**config.mk**
```make
export PLATFORM = sky130hd
export DESIGN_NAME = point_in_polygon_ray_cast_unit_flat
export DESIGN_NICKNAME = d
export VERILOG_FILES = /design/src/hdl/pip_pkg.sv /design/src/hdl/pip_if.sv /design/src/hdl/pip_ctrl.sv /design/src/hdl/pip_datapath.sv /design/src/hdl/point_in_polygon_ray_cast_unit.sv /design/src/flat_wrapper.sv
export SDC_FILE = /design/constraint.sdc
export NUM_CORES = 2
export LEC_CHECK = 0
export BUFFER_PORTS_ARGS = -buffer_cell sky130_fd_sc_hd__buf_2
export CAP_MARGIN = 20
export CORE_AREA = 5 5 342 260
export DETAILED_ROUTE_END_ITERATION = 10
export DIE_AREA = 0 0 347 265
export PLACE_DENSITY_LB_ADDON = 0.2
export SLEW_MARGIN = 5
export SYNTH_ARGS = -nofsm -noshare
export SYNTH_HDL_FRONTEND = slang
export SYNTH_SLANG_ARGS = --single-unit
```
**constraint.sdc**
```tcl
create_clock -name i_clk -period 16 [get_ports i_clk]
set_input_delay 0.8 -clock i_clk [delete_from_list [all_inputs] [get_ports i_clk]]
set_output_delay 0.8 -clock i_clk [all_outputs]
set_load 0.02 [all_outputs]
```
**src/hdl/pip_pkg.sv**
```systemverilog
// Shared constants, types and codes for the point-in-polygon crossing-number unit.
// No dependencies; every other file in the hdl folder refers to it by scoped names.
package pip_pkg;

    // Coordinate width and the widths that follow from it.
    localparam int COORD_WIDTH   = 16;
    localparam int DY_WIDTH      = COORD_WIDTH + 1;
    localparam int PROD_WIDTH    = 2 * COORD_WIDTH + 1;
    localparam int NUM_WIDTH     = 2 * COORD_WIDTH + 2;
    localparam int DIV_CNT_WIDTH = $clog2(NUM_WIDTH);
    localparam logic [DIV_CNT_WIDTH-1:0] DIV_LAST = DIV_CNT_WIDTH'(NUM_WIDTH - 1);

    // Vertex count, saturating at three.
    localparam int SEEN_WIDTH = 2;
    localparam logic [SEEN_WIDTH-1:0] SEEN_NONE = 2'd0;
    localparam logic [SEEN_WIDTH-1:0] SEEN_ONE  = 2'd1;
    localparam logic [SEEN_WIDTH-1:0] SEEN_TWO  = 2'd2;
    localparam logic [SEEN_WIDTH-1:0] SEEN_MAX  = 2'd3;

    // Which edge the datapath is working on.
    typedef enum logic {
        EDGE_BODY,   // previous vertex to current vertex
        EDGE_CLOSE   // current vertex back to the first vertex
    } t_edge;

    // Controller states.
    typedef enum logic [2:0] {
        ST_IDLE,
        ST_DECIDE,
        ST_MUL,
        ST_SUB,
        ST_DIV,
        ST_APPLY,
        ST_NEXT,
        ST_COMMIT
    } t_state;

    // Commands from the controller to the datapath.
    typedef struct packed {
        logic  load;
        t_edge edge_sel;
        logic  mul_en;
        logic  sub_en;
        logic  div_step;
        logic  apply;
        logic  commit;
        logic  emit;
    } t_cmd;

    // Status from the datapath to the controller.
    typedef struct packed {
        logic restart;
        logic close_needed;
        logic edge_live;
        logic div_last;
        logic out_busy;
    } t_sts;

endpackage

```
**src/hdl/pip_if.sv**
```systemverilog
// Valid/ready channel interfaces for the vertex input and the result output.
// Depends on pip_pkg for the coordinate width.
interface pip_in_if;
    logic                                 valid;
    logic                                 ready;
    logic signed [pip_pkg::COORD_WIDTH-1:0] query_x;
    logic signed [pip_pkg::COORD_WIDTH-1:0] query_y;
    logic signed [pip_pkg::COORD_WIDTH-1:0] vertex_x;
    logic signed [pip_pkg::COORD_WIDTH-1:0] vertex_y;
    logic                                 first_vertex;
    logic                                 last_vertex;

    modport source (
        output valid, query_x, query_y, vertex_x, vertex_y, first_vertex, last_vertex,
        input  ready
    );
    modport sink (
        input  valid, query_x, query_y, vertex_x, vertex_y, first_vertex, last_vertex,
        output ready
    );
endinterface

interface pip_out_if;
    logic valid;
    logic ready;
    logic inside_res;

    modport source (output valid, inside_res, input ready);
    modport sink (input valid, inside_res, output ready);
endinterface

```
**src/hdl/pip_ctrl.sv**
```systemverilog
// Controller state machine: sequences load, edge tests, division and commit for each item.
// Depends on pip_pkg for the state, command and status types.
module pip_ctrl (
    input  logic           i_clk,
    input  logic           i_rst_n,
    input  logic           i_in_valid,
    output logic           o_in_ready,
    input  pip_pkg::t_sts  i_sts,
    output pip_pkg::t_cmd  o_cmd
);

    pip_pkg::t_state r_state, n_state;
    pip_pkg::t_edge  r_edge, n_edge;

    // State and edge-select registers.
    always_ff @(posedge i_clk) begin
        if (!i_rst_n) begin
            r_state <= pip_pkg::ST_IDLE;
            r_edge  <= pip_pkg::EDGE_BODY;
        end else begin
            r_state <= n_state;
            r_edge  <= n_edge;
        end
    end

    // Next state and commands.
    always_comb begin
        n_state        = r_state;
        n_edge         = r_edge;
        o_in_ready     = 1'b0;
        o_cmd          = '0;
        o_cmd.edge_sel = r_edge;
        case (r_state)
            pip_pkg::ST_IDLE: begin
                // No item is taken while reset is held.
                o_in_ready = i_rst_n;
                if (i_in_valid && i_rst_n) begin
                    o_cmd.load = 1'b1;
                    n_state    = pip_pkg::ST_DECIDE;
                end
            end
            pip_pkg::ST_DECIDE: begin
                n_edge = pip_pkg::EDGE_BODY;
                if (i_sts.restart) begin
                    n_state = pip_pkg::ST_COMMIT;
                end else begin
                    n_state = pip_pkg::ST_MUL;
                end
            end
            pip_pkg::ST_MUL: begin
                if (i_sts.edge_live) begin
                    o_cmd.mul_en = 1'b1;
                    n_state      = pip_pkg::ST_SUB;
                end else begin
                    n_state = pip_pkg::ST_NEXT;
                end
            end
            pip_pkg::ST_SUB: begin
                o_cmd.sub_en = 1'b1;
                n_state      = pip_pkg::ST_DIV;
            end
            pip_pkg::ST_DIV: begin
                o_cmd.div_step = 1'b1;
                if (i_sts.div_last) begin
                    n_state = pip_pkg::ST_APPLY;
                end
            end
            pip_pkg::ST_APPLY: begin
                o_cmd.apply = 1'b1;
                n_state     = pip_pkg::ST_NEXT;
            end
            pip_pkg::ST_NEXT: begin
                if (r_edge == pip_pkg::EDGE_BODY && i_sts.close_needed) begin
                    n_edge  = pip_pkg::EDGE_CLOSE;
                    n_state = pip_pkg::ST_MUL;
                end else begin
                    n_state = pip_pkg::ST_COMMIT;
                end
            end
            pip_pkg::ST_COMMIT: begin
                // A closing item waits here until the result register can take it.
                if (!i_sts.out_busy) begin
                    o_cmd.commit = 1'b1;
                    o_cmd.emit   = 1'b1;
                    n_state      = pip_pkg::ST_IDLE;
                end
            end
            default: begin
                n_state = pip_pkg::ST_IDLE;
            end
        endcase
    end

    // A result is only written into a free or draining result register.
    a_emit_free: assert property (@(posedge i_clk) disable iff (!i_rst_n)
        o_cmd.emit |-> !i_sts.out_busy)
        else $error("result emitted while output register is held");

    // A vertex that restarts a polygon goes straight to commit without any edge test.
    a_restart_skip: assert property (@(posedge i_clk) disable iff (!i_rst_n)
        (r_state == pip_pkg::ST_DECIDE && i_sts.restart) |=> r_state == pip_pkg::ST_COMMIT)
        else $error("restart vertex entered an edge test");

    // The divider runs only for the edge that was just multiplied.
    a_div_after_sub: assert property (@(posedge i_clk) disable iff (!i_rst_n)
        $rose(o_cmd.div_step) |-> $past(o_cmd.sub_en))
        else $error("division started without a fresh operand load");

endmodule

```
**src/hdl/pip_datapath.sv**
```systemverilog
// Datapath: polygon state, edge multipliers, iterative divider, parities and result register.
// Depends on pip_pkg for widths and the command and status types.
module pip_datapath (
    input  logic                                   i_clk,
    input  logic                                   i_rst_n,
    input  logic signed [pip_pkg::COORD_WIDTH-1:0] i_query_x,
    input  logic signed [pip_pkg::COORD_WIDTH-1:0] i_query_y,
    input  logic signed [pip_pkg::COORD_WIDTH-1:0] i_vertex_x,
    input  logic signed [pip_pkg::COORD_WIDTH-1:0] i_vertex_y,
    input  logic                                   i_first_vertex,
    input  logic                                   i_last_vertex,
    input  logic                                   i_out_ready,
    output logic                                   o_out_valid,
    output logic                                   o_inside_res,
    input  pip_pkg::t_cmd                          i_cmd,
    output pip_pkg::t_sts                          o_sts
);

    // Latched item.
    logic signed [pip_pkg::COORD_WIDTH-1:0] r_qx, r_qy, r_vx, r_vy;
    logic                                   r_first, r_last;

    // Polygon state.
    logic signed [pip_pkg::COORD_WIDTH-1:0] r_start_x, r_start_y, r_prior_x, r_prior_y;
    logic [pip_pkg::SEEN_WIDTH-1:0]         r_seen;
    logic                                   r_left_odd, r_right_odd;

    // Edge arithmetic.
    logic signed [pip_pkg::PROD_WIDTH-1:0]  r_p1, r_p2;
    logic signed [pip_pkg::DY_WIDTH-1:0]    r_dy;
    logic [pip_pkg::NUM_WIDTH-1:0]          r_quo;
    logic [pip_pkg::DY_WIDTH-1:0]           r_rem, r_den;
    logic                                   r_neg;
    logic [pip_pkg::DIV_CNT_WIDTH-1:0]      r_cnt;

    // Result register.
    logic r_out_valid, r_out_inside;

    logic signed [pip_pkg::COORD_WIDTH-1:0] x1, y1, x2, y2;
    logic signed [pip_pkg::DY_WIDTH-1:0]    dy1, dy2;
    logic signed [pip_pkg::NUM_WIDTH-1:0]   num;
    logic [pip_pkg::NUM_WIDTH-1:0]          num_mag;
    logic [pip_pkg::DY_WIDTH-1:0]           den_mag;
    logic [pip_pkg::DY_WIDTH:0]             rem_shift, rem_diff;
    logic [pip_pkg::COORD_WIDTH:0]          quo_mag;
    logic signed [pip_pkg::COORD_WIDTH+1:0] cross_x, qx_ext;
    logic                                   restart, close_needed;

    // Edge operand selection: body edge runs prior to current, closing edge current to first.
    always_comb begin
        if (i_cmd.edge_sel == pip_pkg::EDGE_CLOSE) begin
            x1 = r_vx;
            y1 = r_vy;
            x2 = r_start_x;
            y2 = r_start_y;
        end else begin
            x1 = r_prior_x;
            y1 = r_prior_y;
            x2 = r_vx;
            y2 = r_vy;
        end
        dy1 = pip_pkg::DY_WIDTH'(y1) - pip_pkg::DY_WIDTH'(r_qy);
        dy2 = pip_pkg::DY_WIDTH'(y2) - pip_pkg::DY_WIDTH'(r_qy);
    end

    // Item classification.
    assign restart      = r_first || (r_seen == pip_pkg::SEEN_NONE);
    assign close_needed = r_last && !restart && (r_seen >= pip_pkg::SEEN_TWO);

    // Numerator of the crossing quotient and magnitudes for the unsigned divider.
    always_comb begin
        num     = pip_pkg::NUM_WIDTH'(r_p1) - pip_pkg::NUM_WIDTH'(r_p2);
        num_mag = num[pip_pkg::NUM_WIDTH-1] ? pip_pkg::NUM_WIDTH'(-num)
                                            : pip_pkg::NUM_WIDTH'(num);
        den_mag = r_dy[pip_pkg::DY_WIDTH-1] ? pip_pkg::DY_WIDTH'(-r_dy)
                                            : pip_pkg::DY_WIDTH'(r_dy);
    end

    // One restoring division step.
    always_comb begin
        rem_shift = {r_rem, r_quo[pip_pkg::NUM_WIDTH-1]};
        rem_diff  = rem_shift - {1'b0, r_den};
    end

    // Truncated crossing x, compared with the query x.
    always_comb begin
        quo_mag = r_quo[pip_pkg::COORD_WIDTH:0];
        cross_x = r_neg ? -$signed({1'b0, quo_mag}) : $signed({1'b0, quo_mag});
        qx_ext  = (pip_pkg::COORD_WIDTH + 2)'(r_qx);
    end

    // Item latch.
    always_ff @(posedge i_clk) begin
        if (i_cmd.load) begin
            r_qx    <= i_query_x;
            r_qy    <= i_query_y;
            r_vx    <= i_vertex_x;
            r_vy    <= i_vertex_y;
            r_first <= i_first_vertex;
            r_last  <= i_last_vertex;
        end
    end

    // Products and edge height, registered after the multipliers.
    always_ff @(posedge i_clk) begin
        if (i_cmd.mul_en) begin
            r_p1 <= x1 * dy2;
            r_p2 <= x2 * dy1;
            r_dy <= pip_pkg::DY_WIDTH'(y2) - pip_pkg::DY_WIDTH'(y1);
        end
    end

    // Iterative divider: loaded with magnitudes, one quotient bit per cycle.
    always_ff @(posedge i_clk) begin
        if (i_cmd.sub_en) begin
            r_quo <= num_mag;
            r_rem <= '0;
            r_den <= den_mag;
            r_neg <= num[pip_pkg::NUM_WIDTH-1] ^ r_dy[pip_pkg::DY_WIDTH-1];
        end else if (i_cmd.div_step) begin
            if (!rem_diff[pip_pkg::DY_WIDTH]) begin
                r_rem <= rem_diff[pip_pkg::DY_WIDTH-1:0];
                r_quo <= {r_quo[pip_pkg::NUM_WIDTH-2:0], 1'b1};
            end else begin
                r_rem <= rem_shift[pip_pkg::DY_WIDTH-1:0];
                r_quo <= {r_quo[pip_pkg::NUM_WIDTH-2:0], 1'b0};
            end
        end
    end

    // Step counter of the divider.
    always_ff @(posedge i_clk) begin
        if (!i_rst_n) begin
            r_cnt <= '0;
        end else if (i_cmd.sub_en) begin
            r_cnt <= '0;
        end else if (i_cmd.div_step) begin
            r_cnt <= r_cnt + 1'b1;
        end
    end

    // Polygon state and crossing parities.
    always_ff @(posedge i_clk) begin
        if (!i_rst_n) begin
            r_start_x   <= '0;
            r_start_y   <= '0;
            r_prior_x   <= '0;
            r_prior_y   <= '0;
            r_seen      <= pip_pkg::SEEN_NONE;
            r_left_odd  <= 1'b0;
            r_right_odd <= 1'b0;
        end else if (i_cmd.apply) begin
            if (cross_x < qx_ext) begin
                r_left_odd <= ~r_left_odd;
            end
            if (cross_x > qx_ext) begin
                r_right_odd <= ~r_right_odd;
            end
        end else if (i_cmd.commit) begin
            r_prior_x <= r_vx;
            r_prior_y <= r_vy;
            if (restart) begin
                r_left_odd  <= 1'b0;
                r_right_odd <= 1'b0;
                r_start_x   <= r_vx;
                r_start_y   <= r_vy;
            end
            if (r_last) begin
                r_seen <= pip_pkg::SEEN_NONE;
            end else if (restart) begin
                r_seen <= pip_pkg::SEEN_ONE;
            end else if (r_seen != pip_pkg::SEEN_MAX) begin
                r_seen <= r_seen + 1'b1;
            end
        end
    end

    // Result register: filled by a closing item, emptied when the sink takes it.
    always_ff @(posedge i_clk) begin
        if (!i_rst_n) begin
            r_out_valid <= 1'b0;
        end else if (i_cmd.emit && r_last) begin
            r_out_valid <= 1'b1;
        end else if (i_out_ready) begin
            r_out_valid <= 1'b0;
        end
    end

    always_ff @(posedge i_clk) begin
        if (i_cmd.emit && r_last) begin
            r_out_inside <= close_needed && r_left_odd && r_right_odd;
        end
    end

    // Status to the controller; only a closing item has to wait for the result register.
    always_comb begin
        o_sts.restart      = restart;
        o_sts.close_needed = close_needed;
        o_sts.edge_live    = (y1 != y2) && ((y1 >= r_qy && y2 <= r_qy) ||
                                            (y2 >= r_qy && y1 <= r_qy));
        o_sts.div_last     = (r_cnt == pip_pkg::DIV_LAST);
        o_sts.out_busy     = r_out_valid && !i_out_ready && r_last;
    end

    assign o_out_valid  = r_out_valid;
    assign o_inside_res = r_out_inside;

    // The crossing lies between the edge's end points, so its magnitude fits a coordinate.
    a_quo_range: assert property (@(posedge i_clk) disable iff (!i_rst_n)
        i_cmd.apply |-> r_quo[pip_pkg::NUM_WIDTH-1:pip_pkg::COORD_WIDTH+1] == '0)
        else $error("crossing quotient out of coordinate range");

    // Only non-horizontal edges reach the divider.
    a_den_nonzero: assert property (@(posedge i_clk) disable iff (!i_rst_n)
        i_cmd.div_step |-> r_den != '0)
        else $error("divider stepping with a zero divisor");

    // A closing item always leaves the vertex count at zero.
    a_seen_cleared: assert property (@(posedge i_clk) disable iff (!i_rst_n)
        (i_cmd.commit && r_last) |=> r_seen == pip_pkg::SEEN_NONE)
        else $error("vertex count not cleared after last vertex");

endmodule

```
**src/hdl/point_in_polygon_ray_cast_unit.sv**
```systemverilog
// Top level of the point-in-polygon crossing-number unit: controller plus datapath.
// Depends on pip_pkg, pip_in_if, pip_out_if, pip_ctrl and pip_datapath.
//
//   Channel  Dir  Interface    Payload
//   i_in     in   pip_in_if    query_x, query_y, vertex_x, vertex_y, first_vertex, last_vertex
//   o_res    out  pip_out_if   inside_res (only after an item with last_vertex set)
//
// A vertex that opens a polygon goes straight to commit; each other vertex tests its edge with
// the multiply, load, divide and apply steps, skipped when the edge is horizontal or misses the
// query row, and a last vertex that is at least the third also tests the closing edge. Each
// live edge test uses the shared restoring divider, one quotient bit per cycle over 34 bits.
// Reset is synchronous and active low; it clears the polygon state and the result register.
// A waiting result does not stop the next vertex being taken; only a second result stalls
// in its commit step until the first has been taken.
module point_in_polygon_ray_cast_unit (
    input  logic  i_clk,
    input  logic  i_rst_n,
    pip_in_if.sink    i_in,
    pip_out_if.source o_res
);

    pip_pkg::t_cmd cmd;
    pip_pkg::t_sts sts;

    pip_ctrl u_ctrl (
        .i_clk      (i_clk),
        .i_rst_n    (i_rst_n),
        .i_in_valid (i_in.valid),
        .o_in_ready (i_in.ready),
        .i_sts      (sts),
        .o_cmd      (cmd)
    );

    pip_datapath u_datapath (
        .i_clk          (i_clk),
        .i_rst_n        (i_rst_n),
        .i_query_x      (i_in.query_x),
        .i_query_y      (i_in.query_y),
        .i_vertex_x     (i_in.vertex_x),
        .i_vertex_y     (i_in.vertex_y),
        .i_first_vertex (i_in.first_vertex),
        .i_last_vertex  (i_in.last_vertex),
        .i_out_ready    (o_res.ready),
        .o_out_valid    (o_res.valid),
        .o_inside_res   (o_res.inside_res),
        .i_cmd          (cmd),
        .o_sts          (sts)
    );

endmodule
```
**src/flat_wrapper.sv**
```systemverilog
// flat-port wrapper written by rule: the top's interface ports become plain ports
module point_in_polygon_ray_cast_unit_flat 
  (i_clk, i_rst_n, i_in_valid, i_in_query_x, i_in_query_y, i_in_vertex_x, i_in_vertex_y, i_in_first_vertex, i_in_last_vertex, i_in_ready, o_res_valid, o_res_inside_res, o_res_ready);
  pip_in_if i_in_i ();
  pip_out_if o_res_i ();
  input  logic i_clk;
  input  logic i_rst_n;
  input wire logic [$bits(i_in_i.valid)-1:0] i_in_valid;
  input wire logic [$bits(i_in_i.query_x)-1:0] i_in_query_x;
  input wire logic [$bits(i_in_i.query_y)-1:0] i_in_query_y;
  input wire logic [$bits(i_in_i.vertex_x)-1:0] i_in_vertex_x;
  input wire logic [$bits(i_in_i.vertex_y)-1:0] i_in_vertex_y;
  input wire logic [$bits(i_in_i.first_vertex)-1:0] i_in_first_vertex;
  input wire logic [$bits(i_in_i.last_vertex)-1:0] i_in_last_vertex;
  output wire logic [$bits(i_in_i.ready)-1:0] i_in_ready;
  output wire logic [$bits(o_res_i.valid)-1:0] o_res_valid;
  output wire logic [$bits(o_res_i.inside_res)-1:0] o_res_inside_res;
  input wire logic [$bits(o_res_i.ready)-1:0] o_res_ready;
  assign i_in_i.valid = i_in_valid;
  assign i_in_i.query_x = i_in_query_x;
  assign i_in_i.query_y = i_in_query_y;
  assign i_in_i.vertex_x = i_in_vertex_x;
  assign i_in_i.vertex_y = i_in_vertex_y;
  assign i_in_i.first_vertex = i_in_first_vertex;
  assign i_in_i.last_vertex = i_in_last_vertex;
  assign i_in_ready = i_in_i.ready;
  assign o_res_valid = o_res_i.valid;
  assign o_res_inside_res = o_res_i.inside_res;
  assign o_res_i.ready = o_res_ready;
  point_in_polygon_ray_cast_unit u_core (.i_clk(i_clk), .i_rst_n(i_rst_n), .i_in(i_in_i), .o_res(o_res_i));
endmodule
```
Yosys cells after proc, flatten, opt, wreduce, memory -nomap -nowiden. Cells that the tools add are included.

RAM bits: 0. Bits of input ports: 70. ROM bits: 0. Bits in registers: 298. Memories kept: 0. Latch bits: 0.

Order comparisons: 7. Reductions and logical operators: 32. Equality and inequality tests: 16. Div/mod/pow operators: 0. Shift operators: 0. Add/subtract/negate cells: 10. Multipliers: 2. Bitwise logic cells: 6. Multiplexer cells: 41.

Operators by type and width (number): 2-to-1 mux 34 bit (3); 2-to-1 mux 16 bit (5); multiplier 16 x 17 -> 33 bit (2); subtractor 16 x 16 -> 17 bit (3); negator 34 bit (1); subtractor 33 x 33 -> 34 bit (1); greater-or-equal comparator 16 bit (2); less-or-equal comparator 16 bit (2); one-hot mux 3 bit (8 select lines) (1); greater-than comparator 18 x 16 -> 1 bit (1); < comparator 18 x 16 -> 1 bit (1); 2-to-1 mux 1 bit (18); 2-to-1 mux 18 bit (1); 2-to-1 mux 3 bit (6); negator 17 -> 18 bit (1); subtractor 18 x 17 -> 18 bit (1); 2-to-1 mux 17 bit (1); negator 17 bit (1); != test 16 bit (1); AND reduction 3 bit (5); equality test 3 bit (second input constant) (4); logical AND 1 bit (12); != test 2 bit (second input constant) (6); 2-to-1 mux 2 bit (5); 18 further kinds (30).

Longest topological paths before layout.
Depth after elaboration: 8. Depth in mapped cells: 43. Depth with buffers taken out: 39.

Hierarchy. Synthesis repeated with hierarchy kept, for this count alone.

Cells, all modules: 4039. Area, all modules: 37805.0 µm².

Modules (own cells, without submodules): pip_datapath (area an instance 37399.6 µm², seq. area each 7907.6 µm², times used 1, cells each 3988); pip_ctrl (area an instance 405.4 µm², seq. area each 80.1 µm², times used 1, cells each 51).

Worst setup path before layout. OpenSTA, ideal clock, no wires.

Path kind: reg-to-reg. Start: reg u_core.u_ctrl.r_edge. End: reg u_core.u_ctrl.r_state[0]. Period minus slack after synthesis: 11.051 ns. Setup slack: 4.949 ns. Data required time: 15.917 ns. Arrival: 10.968 ns. Cell stages (with the launch flop): 20. Cell sequence: dfxtp_1 > clkbuf_1 > clkbuf_1 > clkbuf_1 > buf_1 > mux2i_1 > inv_1 > ha_1 > nor2b_1 > o21ai_0 > a21boi_0 > o21a_1 > o21ai_0 > a211oi_1 > o31a_1 > o41ai_1 > xnor2_1 > o21ai_0 > nor3b_1 > o311a_1.

Cells in the longest elaborated chain, start to end: 7.

Ends and longest elaborated chain: from (decl) (RTL line pip_ctrl.sv:13) `pip_pkg::t_edge r_edge, n_edge;`; from (signal assigned) (RTL line pip_ctrl.sv:19) `r_edge <= pip_pkg::EDGE_BODY;`; from (signal assigned) (RTL line pip_ctrl.sv:22) `r_edge <= n_edge;`; 2-to-1 mux 16 bit (RTL line pip_datapath.sv:51) `if (i_cmd.edge_sel == pip_pkg::EDGE_CLOSE) begin`; greater-or-equal comparator 16 bit (tied with other cells) (RTL line pip_datapath.sv:199) `o_sts.edge_live = (y1 != y2) && ((y1 >= r_qy && y2 <= r_qy) ||`; logical AND 1 bit, on equally long branches (RTL line pip_datapath.sv:199, pip_datapath.sv:200); logical OR 1 bit (RTL line pip_datapath.sv:199); logical AND 1 bit (RTL line pip_datapath.sv:199); 2-to-1 mux 3 bit (RTL line pip_ctrl.sv:51) `if (i_sts.edge_live) begin`; one-hot mux 3 bit (8 select lines) * (RTL line pip_ctrl.sv:33) `case (r_state)`; to (signal assigned) (RTL line pip_ctrl.sv:18) `r_state <= pip_pkg::ST_IDLE;`; to (signal assigned) (RTL line pip_ctrl.sv:21) `r_state <= n_state;`; to (decl) (RTL line pip_ctrl.sv:12) `pip_pkg::t_state r_state, n_state;`.

Mark *: on every way between the ends. The rest lies on a longest branch, timed or not. A chain may end at the register's enable or synchronous reset.

Worst setup path in the final report.
Start: reg u_core.u_ctrl.r_edge. End: reg u_core.u_datapath.r_p2[32] (netlist bit), data pin.

Cells in the longest elaborated chain, start to end: 3.

Ends and longest elaborated chain: 2-to-1 mux 16 bit (RTL line pip_datapath.sv:51); subtractor 16 x 16 -> 17 bit (RTL line pip_datapath.sv:62) `dy1 = pip_pkg::DY_WIDTH'(y1) - pip_pkg::DY_WIDTH'(r_qy);`; multiplier 16 x 17 -> 33 bit * (RTL line pip_datapath.sv:108) `r_p2 <= x2 * dy1;`; to (signal assigned) (RTL line pip_datapath.sv:108); to (decl) (RTL line pip_datapath.sv:29) `logic signed [pip_pkg::PROD_WIDTH-1:0] r_p1, r_p2;`.

Marked as above.

==> results.md <==
* Outcome: completed
* Post-Synthesis Cells at 4077
* WL/cell at 19.20 um
* Min-delay src: i_in_vertex_y[2]
* Die Width at 347 um
* Share of cells above drive strength 1 at 0.06346
* Distinct cell type count after synthesis at 79
* Commonest non-fill, non-tap cells in the layout: inv_1, fa_1, nand2_1, nor2_1, ha_1
* CP Capture Type: flop
* Initial Util at 0.4453
* Largest net degree at the start of global routing at 78
* Hold slack at 378.0 ps
* Cts bufs inserted at 35
* Reg-to-reg startpoint: u_core.u_ctrl.r_edge
* Post-synthesis sequential area ratio at 0.2106
* Most common cell after layout, fill and taps aside: inv_1
* Max Slew Vio Count at 0
* Setup violators final at 0
* Hold Path Depth at 1
* Vias per inst at 5.141
* Syn Std Cell Area at 37930 um^2
* CTS tree: yes
* Num ports at 73
* Height of the die at 265 um
* First-pass DRT Iterations at 5
* Port bufs at 72
* GRT Resource Usage Total at 0.2228
* Area grow syn2layout at 7.801%
* Antenna violations before repair at 2
* Core area at 85180 um^2
* Crit share post-route at 0.7298
* Reg clk slew, reported paths at 90 ps
* Post-synth ARST share at 0
* Post_cts resized at 0
* GRT Residual Overflow at 0
* Worst Hold Path EP: u_core.u_datapath.r_vy[2]
* Area leader, netlist: fa_1
* Period minus WS final at 11680 ps
* Root Driver: clkbuf_16
* R2R Path End: u_core.u_datapath.r_p2[32]
* Final worst setup slack at 4323 ps
* Final TNS setup at 0 ps
* Layout Cell Area excl Fill at 40890 um^2
* WP data required at 16300 ps
* CTS H-tree depth at 2
* Post-synth top flop: edfxtp_1
* Syn Area/Cell at 9.304 um^2
* CTS Sinks at 298
* First-pass GRT wire length at 159600 um
* Mapped Nets at 4997
* Number of setup buffers added after CTS at 0
* Final hold vios at 0
* Post-synth top area share at 0.2940
* #FFs+latches synth at 298
* Critical path class: reg2reg
* Detailed placer's ending HPWL at 83790 um
* FMAX at 0.08563 GHz
* Sequential cell area at 7991 um^2
* Slew headroom at 0.2072
* Critical Path Max Stage Delay at 730 ps
* CP max FO at 46
* Slew at the pin closest to its max-slew limit at 1181 ps
* Reg2reg path depth at 38
* Setup Skew at 39.51 ps
* CP max-delay cell: xnor2_1
* Min-delay worst type: in2reg
* RSZ-0062 raised after global routing: false
* Synthesis Warnings at 0
* Hold Buf Count CTS at 0
* Initial DRC Count at 2189
* Die area at 91960 um^2
* Ranking of synthesized cells by area: fa_1, edfxtp_1, ha_1
* Drt drc at 0
* Routed WL at 101800 um
* Rows at 93
* Multi-input gate area at 26690 um^2
* Longest Clk Path Bufs at 3
* Final nets at 5053
* R2R Setup Slk at 4320 ps
* Crit start category: flop
* Max-capacitance violation count at 0
* Gp weighted congestion at 0.9312
* Final ANT Viol Nets at 0
* Area after DPL at 39690 um^2
* Setup WS pre-CTS at 4429 ps
* Total number of vias at 27.25k
* Worst-skew pair later-pin latency at 590 ps
* Crit path arrival time at 11970 ps
* EDFF count, synth at 202
* Vias in the first global route at 27.24k
* # fillers at 8140
-- how the worst max path moves through the flow --
stage                                       to  slack (ps)            startpoint  cells after the start
finish              u_core.u_datapath.r_p2[32]        4320  u_core.u_ctrl.r_edge                     38
detailed placement  u_core.u_datapath.r_p2[32]        4430  u_core.u_ctrl.r_edge                     38
CTS                 u_core.u_datapath.r_p2[32]        4390  u_core.u_ctrl.r_edge                     38
floorplan             u_core.u_ctrl.r_state[0]        4950  u_core.u_ctrl.r_edge                     19
global placement    u_core.u_datapath.r_p2[32]        4580  u_core.u_ctrl.r_edge                     38
global route        u_core.u_datapath.r_p2[32]        3640  u_core.u_ctrl.r_edge                     38
-- worst max-delay path: cells and delay by family, from the launching register on --
family	cells	cell delay (ps)
muxes	1	320
DFF	1	720
and+or+nand+nor	4	870
AOI/OAI and AO/OA	18	3970
xor gates and xnor gates	2	870
buffers and inverters	5	880
adders and majority gates	8	3690
-- stage by stage --
step,cells,utilization
after global routing,5300,0.4800
after floorplan,4077,-
final,5301,0.4801
after CTS,5298,0.4799
after global placement,5231,0.4657
after detailed placement,5234,0.4660
-- metal layers --
layer / track usage / part of all wire / wire, um / vias to the layer above
met5: 0 / 0.00012 / 12 / -
met3: 0.07516 / 0.11 / 10690 / 88
met2: 0.3135 / 0.39 / 40130 / 875
li1: - / - / - / 13110
met1: 0.3337 / 0.48 / 48740 / 13180
met4: 0.04603 / 0.022 / 2206 / 2
-- layout make-up --
| type | instances | area share |
|---|---|---|
| multi-input combinational | 2919 | 0.6528 |
| tap | 1140 | 0.03488 |
| antenna | 1 | 0.00006120 |
| clock inverter | 18 | 0.005997 |
| inverter | 753 | 0.06912 |
| sequential | 298 | 0.1954 |
| timing repair buffer | 126 | 0.01873 |
| clock buffer | 46 | 0.02295 |
-- cells in the mapped netlist, types with 5 or more instances --
cell,number
mux2i_1,60
nor2_1,378
nand4_1,22
buf_1,5
and4_1,8
a21boi_0,81
fa_1,557
o41ai_1,5
inv_1,752
and3_1,7
xnor2_1,166
edfxtp_1,202
or3_1,9
nand3_1,30
nor4_1,7
nor3_1,37
o21bai_1,16
xor2_1,65
o21ai_0,145
and2_1,17
mux2_2,40
or2_2,21
dfxtp_1,96
a21o_1,61
a211oi_1,12
nand2_1,527
clkbuf_1,92
o2111ai_1,5
o31ai_1,21
nand2b_1,45
nor3b_1,5
o21a_1,30
a31oi_1,19
a21oi_1,112
o211ai_1,10
nor2b_1,36
ha_1,293
-- cells by family (layout without fill, tap and decap cells) --
kind of cell / count (synthesis) / after routing / share of synthesized area
compound gates: 566 / 566 / 0.09738
flops: 298 / 298 / 0.2106
mux: 102 / 102 / 0.02830
simple gates: 1170 / 1170 / 0.1331
other cells: 0 / 1 / 0
xor+xnor: 231 / 231 / 0.05334
fa+ha+maj: 850 / 850 / 0.3906
buf+inv: 860 / 943 / 0.08672
-- registers in the layout, indices dropped and copies added (netlist names), 2 cells and up --
register                     count
u_core.u_datapath.r_p1          33
u_core.u_datapath.r_vx          16
u_core.u_datapath.r_start_y     16
u_core.u_datapath.r_qx          16
u_core.u_datapath.r_prior_y     16
u_core.u_datapath.r_rem         17
u_core.u_datapath.r_prior_x     16
u_core.u_datapath.r_vy          16
u_core.u_datapath.r_seen         2
u_core.u_datapath.r_start_x     16
u_core.u_datapath.r_qy          16
u_core.u_datapath.r_cnt          6
u_core.u_datapath.r_dy          17
u_core.u_datapath.r_p2          33
u_core.u_datapath.r_quo         34
u_core.u_datapath.r_den         17
u_core.u_ctrl.r_state            3
Power is left out: the tool's default activity adds up to more than one toggle a clock period on the data nets, which glitch-free logic cannot reach.
